==> config.mk <==
export PLATFORM = sky130hd
export DESIGN_NAME = fsg_ctrl
export DESIGN_NICKNAME = d
export VERILOG_FILES = /design/src/sv/fsg_pkg.sv /design/src/sv/fsg_ctrl.sv
export SDC_FILE = /design/constraint.sdc
export NUM_CORES = 1
export LEC_CHECK = 0
export BUFFER_PORTS_ARGS = -buffer_cell sky130_fd_sc_hd__buf_2
export CAP_MARGIN = 10
export CORE_ASPECT_RATIO = 0.6
export CORE_MARGIN = 3
export CORE_UTILIZATION = 28
export DETAILED_ROUTE_END_ITERATION = 8
export PLACE_DENSITY_LB_ADDON = 0.12
export SLEW_MARGIN = 5
export SYNTH_ARGS = -nofsm -noshare
export SYNTH_HDL_FRONTEND = slang
export SYNTH_SLANG_ARGS = --single-unit
==> constraint.sdc <==
create_clock -name clk -period 7.67 [get_ports clk]
set_input_delay 1.534 -clock clk [delete_from_list [all_inputs] [get_ports clk]]
set_output_delay 1.534 -clock clk [all_outputs]
set_load 0.01 [all_outputs]
==> src/sv/fsg_pkg.sv <==
`timescale 1ns / 1ps

package fsg_pkg;

    localparam int GRID_WIDTH  = 256;
    localparam int GRID_HEIGHT = 256;
    localparam int PLANE_COUNT = 16;

    localparam int CELL_COUNT = GRID_WIDTH * GRID_HEIGHT;
    localparam int COL_W      = $clog2(GRID_WIDTH);
    localparam int ROW_W      = $clog2(GRID_HEIGHT);
    localparam int ADDR_W     = $clog2(CELL_COUNT);

    localparam logic [1:0] ACT_TICK  = 2'd0;
    localparam logic [1:0] ACT_STAMP = 2'd1;
    localparam logic [1:0] ACT_READ  = 2'd2;
    localparam logic [1:0] ACT_CLEAR = 2'd3;

    typedef logic [PLANE_COUNT-1:0] word_t;

    typedef struct packed {
        logic [1:0] action;
        logic [3:0] plane;
        logic [8:0] col;
        logic [8:0] row;
        logic [3:0] disc_radius;
    } cmd_t;

    typedef struct packed {
        logic        plane_bit;
        logic [15:0] cell_planes;
        logic        done_res;
    } res_t;

    typedef struct packed {
        logic              we;
        logic [ADDR_W-1:0] addr;
        word_t             wdata;
    } mem_req_t;

    function automatic logic [ADDR_W-1:0] cell_addr(input logic [ROW_W-1:0] r,
                                                    input logic [COL_W-1:0] c);
        cell_addr = ADDR_W'(ADDR_W'(r) * ADDR_W'(GRID_WIDTH)) + ADDR_W'(c);
    endfunction

endpackage

==> src/sv/fsg_ctrl.sv <==
`timescale 1ns / 1ps

module fsg_ctrl (
    input  logic             clk,
    input  logic             rst_n,
    input  logic             cmd_valid,
    input  fsg_pkg::cmd_t    cmd,
    output logic             cmd_ready,
    output logic             res_valid,
    output fsg_pkg::res_t    res,
    input  logic             res_ready,
    output fsg_pkg::mem_req_t mem_req,
    input  fsg_pkg::word_t   mem_rdata
);
    import fsg_pkg::*;

    localparam logic [3:0] S_CLEAR = 4'd0;
    localparam logic [3:0] S_IDLE  = 4'd1;
    localparam logic [3:0] S_TRD   = 4'd2;
    localparam logic [3:0] S_TWR   = 4'd3;
    localparam logic [3:0] S_SSCAN = 4'd4;
    localparam logic [3:0] S_SWR   = 4'd5;
    localparam logic [3:0] S_RDI   = 4'd6;
    localparam logic [3:0] S_RDC   = 4'd7;
    localparam logic [3:0] S_FIN   = 4'd8;

    logic [3:0]        state_reg, state_next;
    logic              boot_reg, boot_next;
    logic [ADDR_W-1:0] ptr_reg, ptr_next;
    logic [COL_W-1:0]  x_reg, x_next;
    logic [ROW_W-1:0]  y_reg, y_next;
    logic [2:0]        step_reg, step_next;
    word_t             nbr_reg [4];
    word_t             nbr_next [4];
    logic signed [4:0] dx_reg, dx_next, dy_reg, dy_next;
    cmd_t              cmd_reg, cmd_next;
    logic              pbit_reg, pbit_next;
    logic [15:0]       cells_reg, cells_next;

    logic [COL_W-1:0]  xl, xr;
    logic [ADDR_W-1:0] nbr_addr;
    word_t             c0, c1, c2, b1, l1, r1, mv0, mv1, mv2;
    logic signed [9:0] nx, ny;
    logic [9:0]        dx2, dy2;
    logic [10:0]       dist2;
    logic [7:0]        rad2;
    logic              hit, last_pos;
    logic signed [4:0] rad_s;
    word_t             plane_one, rd_shift;

    assign xl = (x_reg == '0) ? COL_W'(GRID_WIDTH - 1) : x_reg - 1'b1;
    assign xr = (x_reg == COL_W'(GRID_WIDTH - 1)) ? '0 : x_reg + 1'b1;

    always_comb
    begin
        case (step_reg[1:0])
            2'd0:    nbr_addr = cell_addr(y_reg, x_reg);
            2'd1:    nbr_addr = cell_addr(y_reg + 1'b1, x_reg);
            2'd2:    nbr_addr = cell_addr(y_reg + 1'b1, xl);
            default: nbr_addr = cell_addr(y_reg + 1'b1, xr);
        endcase
    end

    // Move rule: below first, then down-left, then down-right.
    assign mv0 = nbr_reg[0] & ~nbr_reg[1];
    assign b1  = nbr_reg[1] | mv0;
    assign c0  = nbr_reg[0] & ~mv0;
    assign mv1 = c0 & ~nbr_reg[2];
    assign l1  = nbr_reg[2] | mv1;
    assign c1  = c0 & ~mv1;
    assign mv2 = c1 & ~mem_rdata;
    assign r1  = mem_rdata | mv2;
    assign c2  = c1 & ~mv2;

    assign rad_s = $signed({1'b0, cmd_reg.disc_radius});
    assign nx    = $signed({2'b00, cmd_reg.col[8:1]}) + 10'(dx_reg);
    assign ny    = $signed({2'b00, cmd_reg.row[8:1]}) + 10'(dy_reg);
    assign dx2   = 10'(10'(dx_reg) * 10'(dx_reg));
    assign dy2   = 10'(10'(dy_reg) * 10'(dy_reg));
    assign dist2 = 11'(dx2) + 11'(dy2);
    assign rad2  = 8'(cmd_reg.disc_radius) * 8'(cmd_reg.disc_radius);
    assign hit   = !nx[9] && !ny[9] && (int'(nx) < GRID_WIDTH)
                   && (int'(ny) < GRID_HEIGHT) && (dist2 <= 11'(rad2))
                   && (int'(cmd_reg.plane) < PLANE_COUNT);
    assign last_pos  = (dx_reg == rad_s) && (dy_reg == rad_s);
    assign plane_one = word_t'(1) << cmd_reg.plane;
    assign rd_shift  = mem_rdata >> cmd_reg.plane;

    always_comb
    begin
        state_next = state_reg;
        boot_next  = boot_reg;
        ptr_next   = ptr_reg;
        x_next     = x_reg;
        y_next     = y_reg;
        step_next  = step_reg;
        nbr_next   = nbr_reg;
        dx_next    = dx_reg;
        dy_next    = dy_reg;
        cmd_next   = cmd_reg;
        pbit_next  = pbit_reg;
        cells_next = cells_reg;
        mem_req    = '{we: 1'b0, addr: ptr_reg, wdata: '0};
        cmd_ready  = 1'b0;
        res_valid  = 1'b0;

        case (state_reg)
            S_CLEAR:
            begin
                mem_req.we = 1'b1;
                ptr_next   = ptr_reg + 1'b1;
                if (ptr_reg == ADDR_W'(CELL_COUNT - 1))
                begin
                    state_next = boot_reg ? S_IDLE : S_FIN;
                    boot_next  = 1'b0;
                end
            end
            S_IDLE:
            begin
                cmd_ready = 1'b1;
                if (cmd_valid)
                begin
                    cmd_next   = cmd;
                    pbit_next  = 1'b0;
                    cells_next = '0;
                    step_next  = '0;
                    ptr_next   = '0;
                    x_next     = '0;
                    y_next     = ROW_W'(GRID_HEIGHT - 2);
                    dx_next    = -$signed({1'b0, cmd.disc_radius});
                    dy_next    = -$signed({1'b0, cmd.disc_radius});
                    case (cmd.action)
                        ACT_TICK:  state_next = S_TRD;
                        ACT_STAMP: state_next = S_SSCAN;
                        ACT_READ:
                        begin
                            if (int'(cmd.col) < GRID_WIDTH && int'(cmd.row) < GRID_HEIGHT)
                            begin
                                state_next = S_RDI;
                            end
                            else
                            begin
                                state_next = S_FIN;
                            end
                        end
                        default:   state_next = S_CLEAR;
                    endcase
                end
            end
            S_TRD:
            begin
                mem_req.addr = nbr_addr;
                if (step_reg != 3'd0 && step_reg != 3'd4)
                begin
                    nbr_next[step_reg[1:0] - 2'd1] = mem_rdata;
                end
                step_next = step_reg + 1'b1;
                if (step_reg == 3'd4)
                begin
                    nbr_next[0] = c2;
                    nbr_next[1] = b1;
                    nbr_next[2] = l1;
                    nbr_next[3] = r1;
                    step_next   = '0;
                    state_next  = S_TWR;
                end
            end
            S_TWR:
            begin
                mem_req.we    = 1'b1;
                mem_req.addr  = nbr_addr;
                mem_req.wdata = nbr_reg[step_reg[1:0]];
                step_next     = step_reg + 1'b1;
                if (step_reg == 3'd3)
                begin
                    step_next  = '0;
                    state_next = S_TRD;
                    if (x_reg == COL_W'(GRID_WIDTH - 1))
                    begin
                        x_next = '0;
                        y_next = y_reg - 1'b1;
                        if (y_reg == '0)
                        begin
                            state_next = S_FIN;
                        end
                    end
                    else
                    begin
                        x_next = x_reg + 1'b1;
                    end
                end
            end
            S_SSCAN:
            begin
                mem_req.addr = cell_addr(ROW_W'(ny), COL_W'(nx));
                ptr_next     = mem_req.addr;
                if (hit)
                begin
                    state_next = S_SWR;
                end
                else
                begin
                    if (dx_reg == rad_s)
                    begin
                        dx_next = -rad_s;
                        dy_next = dy_reg + 1'b1;
                    end
                    else
                    begin
                        dx_next = dx_reg + 1'b1;
                    end
                    if (last_pos)
                    begin
                        state_next = S_FIN;
                    end
                end
            end
            S_SWR:
            begin
                mem_req.we    = 1'b1;
                mem_req.wdata = mem_rdata | plane_one;
                state_next    = last_pos ? S_FIN : S_SSCAN;
                if (dx_reg == rad_s)
                begin
                    dx_next = -rad_s;
                    dy_next = dy_reg + 1'b1;
                end
                else
                begin
                    dx_next = dx_reg + 1'b1;
                end
            end
            S_RDI:
            begin
                mem_req.addr = cell_addr(ROW_W'(cmd_reg.row), COL_W'(cmd_reg.col));
                state_next   = S_RDC;
            end
            S_RDC:
            begin
                cells_next = 16'(mem_rdata);
                pbit_next  = (int'(cmd_reg.plane) < PLANE_COUNT) ? rd_shift[0] : 1'b0;
                state_next = S_FIN;
            end
            S_FIN:
            begin
                res_valid = 1'b1;
                if (res_ready)
                begin
                    state_next = S_IDLE;
                end
            end
            default:
            begin
                state_next = S_IDLE;
            end
        endcase
    end

    assign res = '{plane_bit: pbit_reg, cell_planes: cells_reg, done_res: 1'b1};

    always_ff @(posedge clk or negedge rst_n)
    begin
        if (!rst_n)
        begin
            state_reg <= S_CLEAR;
            boot_reg  <= 1'b1;
            ptr_reg   <= '0;
        end
        else
        begin
            state_reg <= state_next;
            boot_reg  <= boot_next;
            ptr_reg   <= ptr_next;
        end
    end

    always_ff @(posedge clk)
    begin
        x_reg     <= x_next;
        y_reg     <= y_next;
        step_reg  <= step_next;
        nbr_reg   <= nbr_next;
        dx_reg    <= dx_next;
        dy_reg    <= dy_next;
        cmd_reg   <= cmd_next;
        pbit_reg  <= pbit_next;
        cells_reg <= cells_next;
    end

endmodule

# After elaboration in Yosys (flattened, before gate mapping)
# Index checks and enable logic that the tools add are counted.
# totals
register_bits	157
out_inout_bits	53
# op_classes
n_mux	53
add_sub_neg	20
n_reduce_logical	34
n_mul	3
bitwise	18
magnitude_cmp	8
shift	2
eq_ne	27
# op_table
cell	n
$pmux W16 S3	3
$mux W64	2
$add A16 B8 Y16	6
$and A16 B16 Y16	6
$not A16 Y16	6
$bwmux W64	1
$mux W16	4
$or A16 B16 Y16	4
$pmux W16 S2	2
$mux W8	7
$mux W4	12
$pmux W4 S9	1
$bmux W16 S2	1
$demux W16 S2	1
$pmux W8 S2	2
$pmux W5 S3	2
$mux W5	5
$add A9 B5 Y10	2
$lt A10 B10 Y1 const B	2
$mul A5 B5 Y10	2
$lt A9 B9 Y1 const B	2
$add A16 B1 Y16 const B	1
$add A8 B1 Y8 const B	2
$eq A16 B16 Y1 const B	1
43 further kinds	88

# Logic depth before layout (Yosys ltp)
# Gate-level depths: netlist (run 1).
# logic_depth
depth_word	11
mapped_depth	24

# Worst setup path after synthesis (run 1)
# No wires, ideal clock.
# synth_timing
path_kind	flip-flop to flip-flop
start	register dx_reg[4]
end	register dy_reg[0], enable pin
path_slack_ns	1.671
stages_incl_launch_ff	23
period_less_slack_ns	5.999
required_time_ns	7.378
arrival_time_ns	5.707
setup_ns	0.292
cell_sequence	edfxtp_1 clkbuf_1 nor2b_1 fa_1 fa_1 fa_1 ha_1 a21o_1 a21oi_1 xnor2_1 ha_1 nand3_1 o211ai_1 nor2_1 xnor2_1 ha_1 nand3_1 nor2_1 a221o_1 a2111oi_0 o211ai_1 nor2_1 a222oi_1
# synth_between
elab_chain_cells	8
# synth_lines
element	line_no	source
from (decl)	fsg_ctrl.sv:35	logic signed [4:0] dx_reg, dx_next, dy_reg, dy_next;
from (signal assigned)	fsg_ctrl.sv:283	dx_reg <= dx_next;
branches (longest 5 deep; another with $add A10 B10 Y11)	--	
$logic_and A1 B1 Y1 *	fsg_ctrl.sv:83	&& (int'(ny) < GRID_HEIGHT) && (dist2 <= 11'(rad2))
$ne A2 B2 Y1 (no line) *	--	
$reduce_and A3 Y1 (no line) *	--	
to (signal assigned)	fsg_ctrl.sv:284	dy_reg <= dy_next;
to (decl)	fsg_ctrl.sv:35	
# Mark *: on every way between the ends.
# A chain may end at the register's enable or synchronous reset.

# Final worst setup path (run 1)
# layout_timing
start	register dy_reg[4]
end	register dx_reg[0], enable pin
# layout_between
elab_chain_cells	8
# layout_lines
element	line_no
branches (longest 5 deep; another with $add A10 B10 Y11)	--
$logic_and A1 B1 Y1 *	fsg_ctrl.sv:83
$ne A2 B2 Y1 (no line) *	--
$reduce_and A3 Y1 (no line) *	--
# Marked as above.

==> results of run 1 <==
[final timing paths]
path / startpoint / slack (ns) / to
setup / recovery: dy_reg[4] / 0.93 / dx_reg[0]
hold / removal: boot_reg / 0.48 / boot_reg
setup reg to reg: dy_reg[4] / 0.93 / dx_reg[0]
hold reg to reg: boot_reg / 0.48 / boot_reg
max in group asynchronous: rst_n / 6.19 / ptr_reg[14]
min in group asynchronous: rst_n / 1.08 / ptr_reg[3]
[layout by cell type (no fill, tap or decap), drive strengths merged, types with 38 or more instances in the layout]
| cell type | n |
|---|---|
| edfxtp | 136 |
| xnor2 | 46 |
| ha | 80 |
| buf | 116 |
| nand2 | 118 |
| o21ai | 103 |
| nor3 | 40 |
| nor2 | 84 |
| nand3 | 38 |
| a21oi | 108 |
| inv | 82 |
[through the flow]
step	hold slack, ns	instances
2_1_floorplan	0.448	1261
3_3_place_gp	0.463	1876
3_5_place_dp	0.464	1876
4_1_cts	0.476	1908
5_1_grt	0.491	1909
6_report	0.477	1909
[cells by family after synthesis]
logic type | Yosys count
buf+inv | 148
fa+ha+maj | 111
flops | 157
xor+xnor | 64
compound gates | 361
simple gates | 396
other cells | 1
mux | 23
[power by group]
| part | leakage (nW) | total [mW] | switching [mW] | internal, mW |
|---|---|---|---|---|
| combinational | 3.50 | 2.75 | 1.62 | 1.13 |
| clock | 0.302 | 0.898 | 0.452 | 0.447 |
| sequential | 1.51 | 1.25 | 0.177 | 1.08 |
| total | 5.31 | 4.90 | 2.25 | 2.65 |
[critical path: cells and delay by family, from the launching register on]
kind,cells,cell delay [ns]
adders and majority gates,6,2.50
xor gates and xnor gates,2,0.26
AOI/OAI and AO/OA,7,1.93
and+or+nand+nor,6,0.89
DFF,1,0.81
[per-layer routing]
layer | vias to the layer above | wire, um | global-route usage (%)
met5 | - | 0 | 0
met4 | 0 | 123 | 2.03
met3 | 6 | 2830 | 4.33
met2 | 302 | 15300 | 22.8
met1 | 5014 | 21200 | 29.1
li1 | 4786 | - | -
[area by class of cell]
cell class / instances / area, um2 / area share, %
timing repair buffer: 116 / 623 / 4.52
clock buffer: 17 / 425 / 3.09
tap: 570 / 713 / 5.18
antenna: 1 / 2.50 / 0.0182
multi-input combinational: 956 / 6910 / 50.2
clock inverter: 15 / 201 / 1.46
sequential: 157 / 4610 / 33.5
inverter: 77 / 289 / 2.10
==> impl_results.md, run 1 <==
* Status: completed
* Slowest Stage Delay on Critical Path at 0.81 ns
* Final Cycle Share at 87.9%
* Xor/xnor share of the synthesized area at 4.65%
* Post-synth top flop: edfxtp_1
* Critical path cell sequence: nor2b_1 -> fa_1 -> fa_1 -> fa_1 -> ha_1 -> a21o_1 -> a21oi_1 -> xnor2_1 -> ha_1 -> nand3_1 -> o211ai_1 -> nor2_1 -> xnor2_1 -> ha_1 -> nand3_1 -> nor2_1 -> a221o_1 -> a2111oi_0 -> o211ai_1 -> nor2_1 -> a22oi_1
* Mapped Cells at 1,261
* Total CTS buffers at 17
* Vert. Die Dim at 167 um
* Syn Nets at 1,420
* RD Place Congestion at 0.837
* Critical path class: reg2reg
* Post-synth EDFFs at 136
* Post-CTS Hold Buffers at 0
* Fin crit period at 6.74 ns
* Final wirelength at 39,500 um
* Drt initial violations at 922
* Slew Viols, Final at 0
* Final-layout fill cell count at 4,327
* Synth area leaders: edfxtp_1 34%, ha_1 8.3%, fa_1 5.1%
* Sink Count at 157
* Die X at 274 um
* First-pass GRT wire length at 60,800 um
* Crit path DAT at 6.87 ns
* CP Max Fanout at 18
* CP max stage cell: edfxtp_1
* Area Growth Syn to Fin at 14.3%
* Dpl cell area at 0.0132 mm2
* Post-Place Worst Slack at 0.916 ns
* Hold Path Class: reg2reg
* Total power at 4.90 mW
* #FFs+latches synth at 157
* Final hold vios at 0
* Final setup violation count at 0
* Detail Placement HPWL at 29,800 um
* Router iterations before antenna repair at 7
* Postcts setup bufs at 0
* Seq/Total Area, Yosys at 38.2%
* Vias per inst at 5.29
* Unique masters post-synth at 65
* CP endpoint kind: flop
* Post-layout nets at 1,484
* Synth Area in Adders at 13.4%
* Die area at 0.0457 mm2
* Cell with the most instances after synthesis: edfxtp_1
* Synthesized area at 0.0121 mm2
* Fraction of layout cells with a size suffix above 1 at 14.0%
* Number of flip-flops in the largest register at 64
* Setup TNS after final layout at 0 ns
* Crit path required time at 7.80 ns
* Peak supply drop at 0.360 mV
* Worst-Margin Slew at 1.10 ns
* Hold path cells at 1
* Ys Warns at 0
* CTS tree: built
* CP Launch Type: flop
* Post-CTS Resized at 0
* H-tree Lvls at 4
* FFs w/ async S/R, synth at 13.4%
* Routed wire per std cell at 20.7 um
* Max Cap Viol at 0
* Vias at 10,100
* Initial Util at 28.6%
* Final design utilization at 32.7%
* PD cells at 356 mW/mm2
* Leakage at 5.31 nW
* Root Driver: clkbuf_16
* Grt ovf at 0
* Mean post-synth cell area at 9.56 um2
* Vias in the first global route at 9,535
* Compound-Gate Fraction of Synth Area at 18.7%
* CTS Buffer Depth at 2
* Initial antenna violation count at 2
* DRC at 0
* Most area-hungry cell type in the Yosys netlist: edfxtp_1
* Worst r2r path cells at 21
* CTS clock-pin slew for the worst setup and hold paths at 0.08 ns
* Clk_lat worst skew at 0.46 ns
* Synth top area share at 33.9%
* Main combinational cell family by area after synthesis: compound AO/OA/AOI/OAI gates
* I/O pin count at 101
* Final instance area at 0.0138 mm2
* Site Rows at 58
* Normalized max-slew margin at 26.7%
* IO buf count at 99
* Mux cell area share after synthesis at 4.09%
* GRT Resource Usage Total at 17.6%
* Largest net degree at the start of global routing at 67
* Core area at 0.0422 mm2
* Clock Skew at 0.0220 ns
* Setup slack after layout at 0.926 ns
* Unrepaired setup endpoints after global routing: false
* Fmax at 148 MHz
* Post-synth top cells: 136 x edfxtp_1, 118 x nand2_1, 108 x a21oi_1, 94 x o21ai_0, 84 x nor2_1
* Post-Synth Simple-Gate Area at 16.2%
* Final ANT Viol Nets at 0
Note: power is estimated with default switching activity, not from simulation.
==> run 2: changes to the inputs <==
--- a/config.mk
+++ b/config.mk
@@ -7,7 +7,7 @@
 export LEC_CHECK = 0
 export BUFFER_PORTS_ARGS = -buffer_cell sky130_fd_sc_hd__buf_2
 export CAP_MARGIN = 10
-export CORE_ASPECT_RATIO = 0.6
+export CORE_ASPECT_RATIO = 1.2
 export CORE_MARGIN = 3
 export CORE_UTILIZATION = 28
 export DETAILED_ROUTE_END_ITERATION = 8
==> impl_results.md, run 2 (synthesis results as in run 1) <==
* Status: completed (unchanged)
* PD cells at 360 mW/mm2 (was 356 mW/mm2)
* CTS tree: built (unchanged)
* Setup TNS after final layout at 0 ns (unchanged)
* Final setup violation count at 0 (unchanged)
* Combinational share of power at 56.5% (was 56.1%)
* CP endpoint kind: flop (unchanged)
* Reg power frac at 25.1% (was 25.6%)
* RD Place Congestion at 0.816 (was 0.837)
* Clk_lat worst skew at 0.46 ns (about the same)
* I/O pin count at 101 (unchanged)
* IO buf count at 99 (unchanged)
* Site Rows at 82 (was 58)
* Slowest Stage Delay on Critical Path at 0.77 ns (was 0.81 ns)
* Most common cell after layout, fill and taps aside: edfxtp_1 (unchanged)
* Post-Place Worst Slack at 0.742 ns (was 0.916 ns)
* Final ANT Viol Nets at 0 (unchanged)
* Crit path DAT at 7.05 ns (was 6.87 ns)
* Grt ovf at 0 (unchanged)
* Initial Util at 28.6% (about the same)
* Commonest non-fill, non-tap cells in the layout: 136 x edfxtp_1, 117 x nand2_1, 108 x a21oi_1 (unchanged)
* Multi-input gate area at 0.00692 mm2 (was 0.00691 mm2)
* GRT Resource Usage Total at 17.0% (was 17.6%)
* Area Growth Syn to Fin at 13.9% (was 14.3%)
* Crit path required time at 7.80 ns (about the same)
* Sink Count at 157 (unchanged)
* Die area at 0.0456 mm2 (was 0.0457 mm2)
* Vert. Die Dim at 233 um (was 167 um)
* Router iterations before antenna repair at 7 (unchanged)
* Final instance area at 0.0137 mm2 (was 0.0138 mm2)
* CP Max Fanout at 19 (was 18)
* Detail Placement HPWL at 28,600 um (was 29,800 um)
* Vias per inst at 5.23 (was 5.29)
* GR peak layer: met2 (was met1)
* Final wirelength at 39,200 um (was 39,500 um)
* Vias in the first global route at 9,785 (was 9,535)
* Slew Viols, Final at 0 (unchanged)
* CTS clock-pin slew for the worst setup and hold paths at 0.07 ns (was 0.08 ns)
* DRC at 0 (unchanged)
* Non-filler cells, final at 1,884 (was 1,909)
* Antenna diode count at 0 (was 1)
* Root Driver: clkbuf_16 (unchanged)
* Switch share at 44.8% (was 45.9%)
* Die X at 195 um (was 274 um)
* CP max stage cell: edfxtp_1 (unchanged)
* Placed Cells at 1,852 (was 1,876)
* CP Launch Type: flop (unchanged)
* Postcts setup bufs at 0 (unchanged)
* Core area at 0.0422 mm2 (about the same)
* Fin crit period at 6.92 ns (was 6.74 ns)
* Initial antenna violation count at 0 (was 2)
* Drt initial violations at 489 (was 922)
* Grt met1 use at 20.0% (was 29.1%)
* Unrepaired setup endpoints after global routing: false (unchanged)
* Met2 usage at 31.2% (was 22.8%)
* CTS Buffer Depth at 2 (unchanged)
* Final Cycle Share at 90.2% (was 87.9%)
* Internal power at 2.73 mW (was 2.65 mW)
* Post-CTS Resized at 0 (unchanged)
* Final hold vios at 0 (unchanged)
* Sw Pwr at 2.22 mW (was 2.25 mW)
* Vias at 9,862 (was 10,100)
* Critical path class: reg2reg (unchanged)
* Clk pwr share at 18.4% (was 18.3%)
* Fmax at 144 MHz (was 148 MHz)
* Total CTS buffers at 17 (unchanged)
* Max Cap Viol at 0 (unchanged)
* First-pass GRT wire length at 59,000 um (was 60,800 um)
* Post-layout nets at 1,484 (unchanged)
* Peak supply drop at 0.608 mV (was 0.360 mV)
* Final-layout fill cell count at 4,392 (was 4,327)
* Worst-Margin Slew at 1.07 ns (was 1.10 ns)
* Clock Skew at 0.0146 ns (was 0.0220 ns)
* Normalized max-slew margin at 28.6% (was 26.7%)
* Sequential cell area at 0.00461 mm2 (unchanged)
* M3 GR Usage at 2.42% (was 4.33%)
* Setup slack after layout at 0.748 ns (was 0.926 ns)
* H-tree Lvls at 4 (unchanged)
* Largest net degree at the start of global routing at 67 (unchanged)
* Routed wire per std cell at 20.8 um (was 20.7 um)
* Hold WS at 0.475 ns (was 0.477 ns)
* Leakage at 5.30 nW (was 5.31 nW)
* Dpl cell area at 0.0131 mm2 (was 0.0132 mm2)
* Post-CTS Hold Buffers at 0 (unchanged)
* Fraction of layout cells with a size suffix above 1 at 13.8% (was 14.0%)
* Number of flip-flops in the largest register at 64 (unchanged)
* Hold Path Class: reg2reg (unchanged)
* Critical path cell sequence: nor2b_1 -> fa_1 -> fa_1 -> fa_1 -> ha_1 -> a21o_1 -> a21oi_1 -> xnor2_1 -> ha_1 -> nand3_1 -> o211ai_1 -> nor2_1 -> xnor2_1 -> ha_1 -> nand3_1 -> nor2_1 -> a221o_1 -> a2111oi_0 -> o211ai_1 -> nor2_1 -> a222oi_1 (was nor2b_1 -> fa_1 -> fa_1 -> fa_1 -> ha_1 -> a21o_1 -> a21oi_1 -> xnor2_1 -> ha_1 -> nand3_1 -> o211ai_1 -> nor2_1 -> xnor2_1 -> ha_1 -> nand3_1 -> nor2_1 -> a221o_1 -> a2111oi_0 -> o211ai_1 -> nor2_1 -> a22oi_1)
==> run 2: cell types whose count changed in the layout (fill, tap and decap cells not counted), moves of 2 or more <==
cell / delta
clkinv_8: -8
bufinv_16: +3
clkinv_1: +2
clkinvlp_4: +2
inv_6: +2
==> run 2: final timing paths <==
path / from / endpoint / slack [ns] / cells after the start
worst min-delay path: boot_reg / boot_reg / 0.47 / 1
max in group asynchronous: rst_n / ptr_reg[12] / 6.19 / 1
worst min register to register: boot_reg / boot_reg / 0.47 / 1
min in group asynchronous: rst_n / ptr_reg[2] / 1.07 / 1
worst max register to register: dx_reg[4] / dy_reg[2] / 0.75 / 21
worst max-delay path: dx_reg[4] / dy_reg[2] / 0.75 / 21
==> run 2: critical path: cells and delay by family, from the launching register on <==
| kind | cells | cell delay, ns |
|---|---|---|
| xor gates and xnor gates | 2 | 0.27 |
| DFF | 1 | 0.77 |
| AOI/OAI and AO/OA | 7 | 2.12 |
| and+or+nand+nor | 6 | 0.91 |
| adders and majority gates | 6 | 2.52 |
==> run 2: layout make-up <==
| type | instances | area share (%) |
|---|---|---|
| Multi-Input combinational cell | 956 | 50.4 |
| Sequential cell | 157 | 33.6 |
| Tap cell | 546 | 4.97 |
| Timing Repair Buffer | 116 | 4.54 |
| Clock buffer | 18 | 3.13 |
| Inverter | 77 | 2.10 |
| Clock inverter | 14 | 1.32 |
==> run 2: layer usage <==
layer,share of wire (%),vias to the layer above,wire length [um]
li1,-,4776,-
met1,42,4828,16400
met2,52,199,20200
met3,3.5,59,1370
met4,3.1,0,1220
met5,0,-,0
==> run 2: power by group through the flow <==
| stage | clock network (mW) | logic [mW] | registers, mW |
|---|---|---|---|
| after global routing | 0.964 | 3.14 | 1.26 |
| final | 0.910 | 2.79 | 1.24 |
| after global placement | 0 | 2.80 | 1.26 |
| after floorplan | 0 | 2.04 | 1.17 |
| after CTS | 0.940 | 2.83 | 1.24 |
| after detailed placement | 0 | 2.80 | 1.26 |
==> run 2: stage by stage <==
stage / power (mW) / utilization [%]
2_1_floorplan: 3.22 / -
3_3_place_gp: 4.06 / 31.1
3_5_place_dp: 4.06 / 31.1
4_1_cts: 5.01 / 32.6
5_1_grt: 5.36 / 32.6
6_report: 4.94 / 32.6
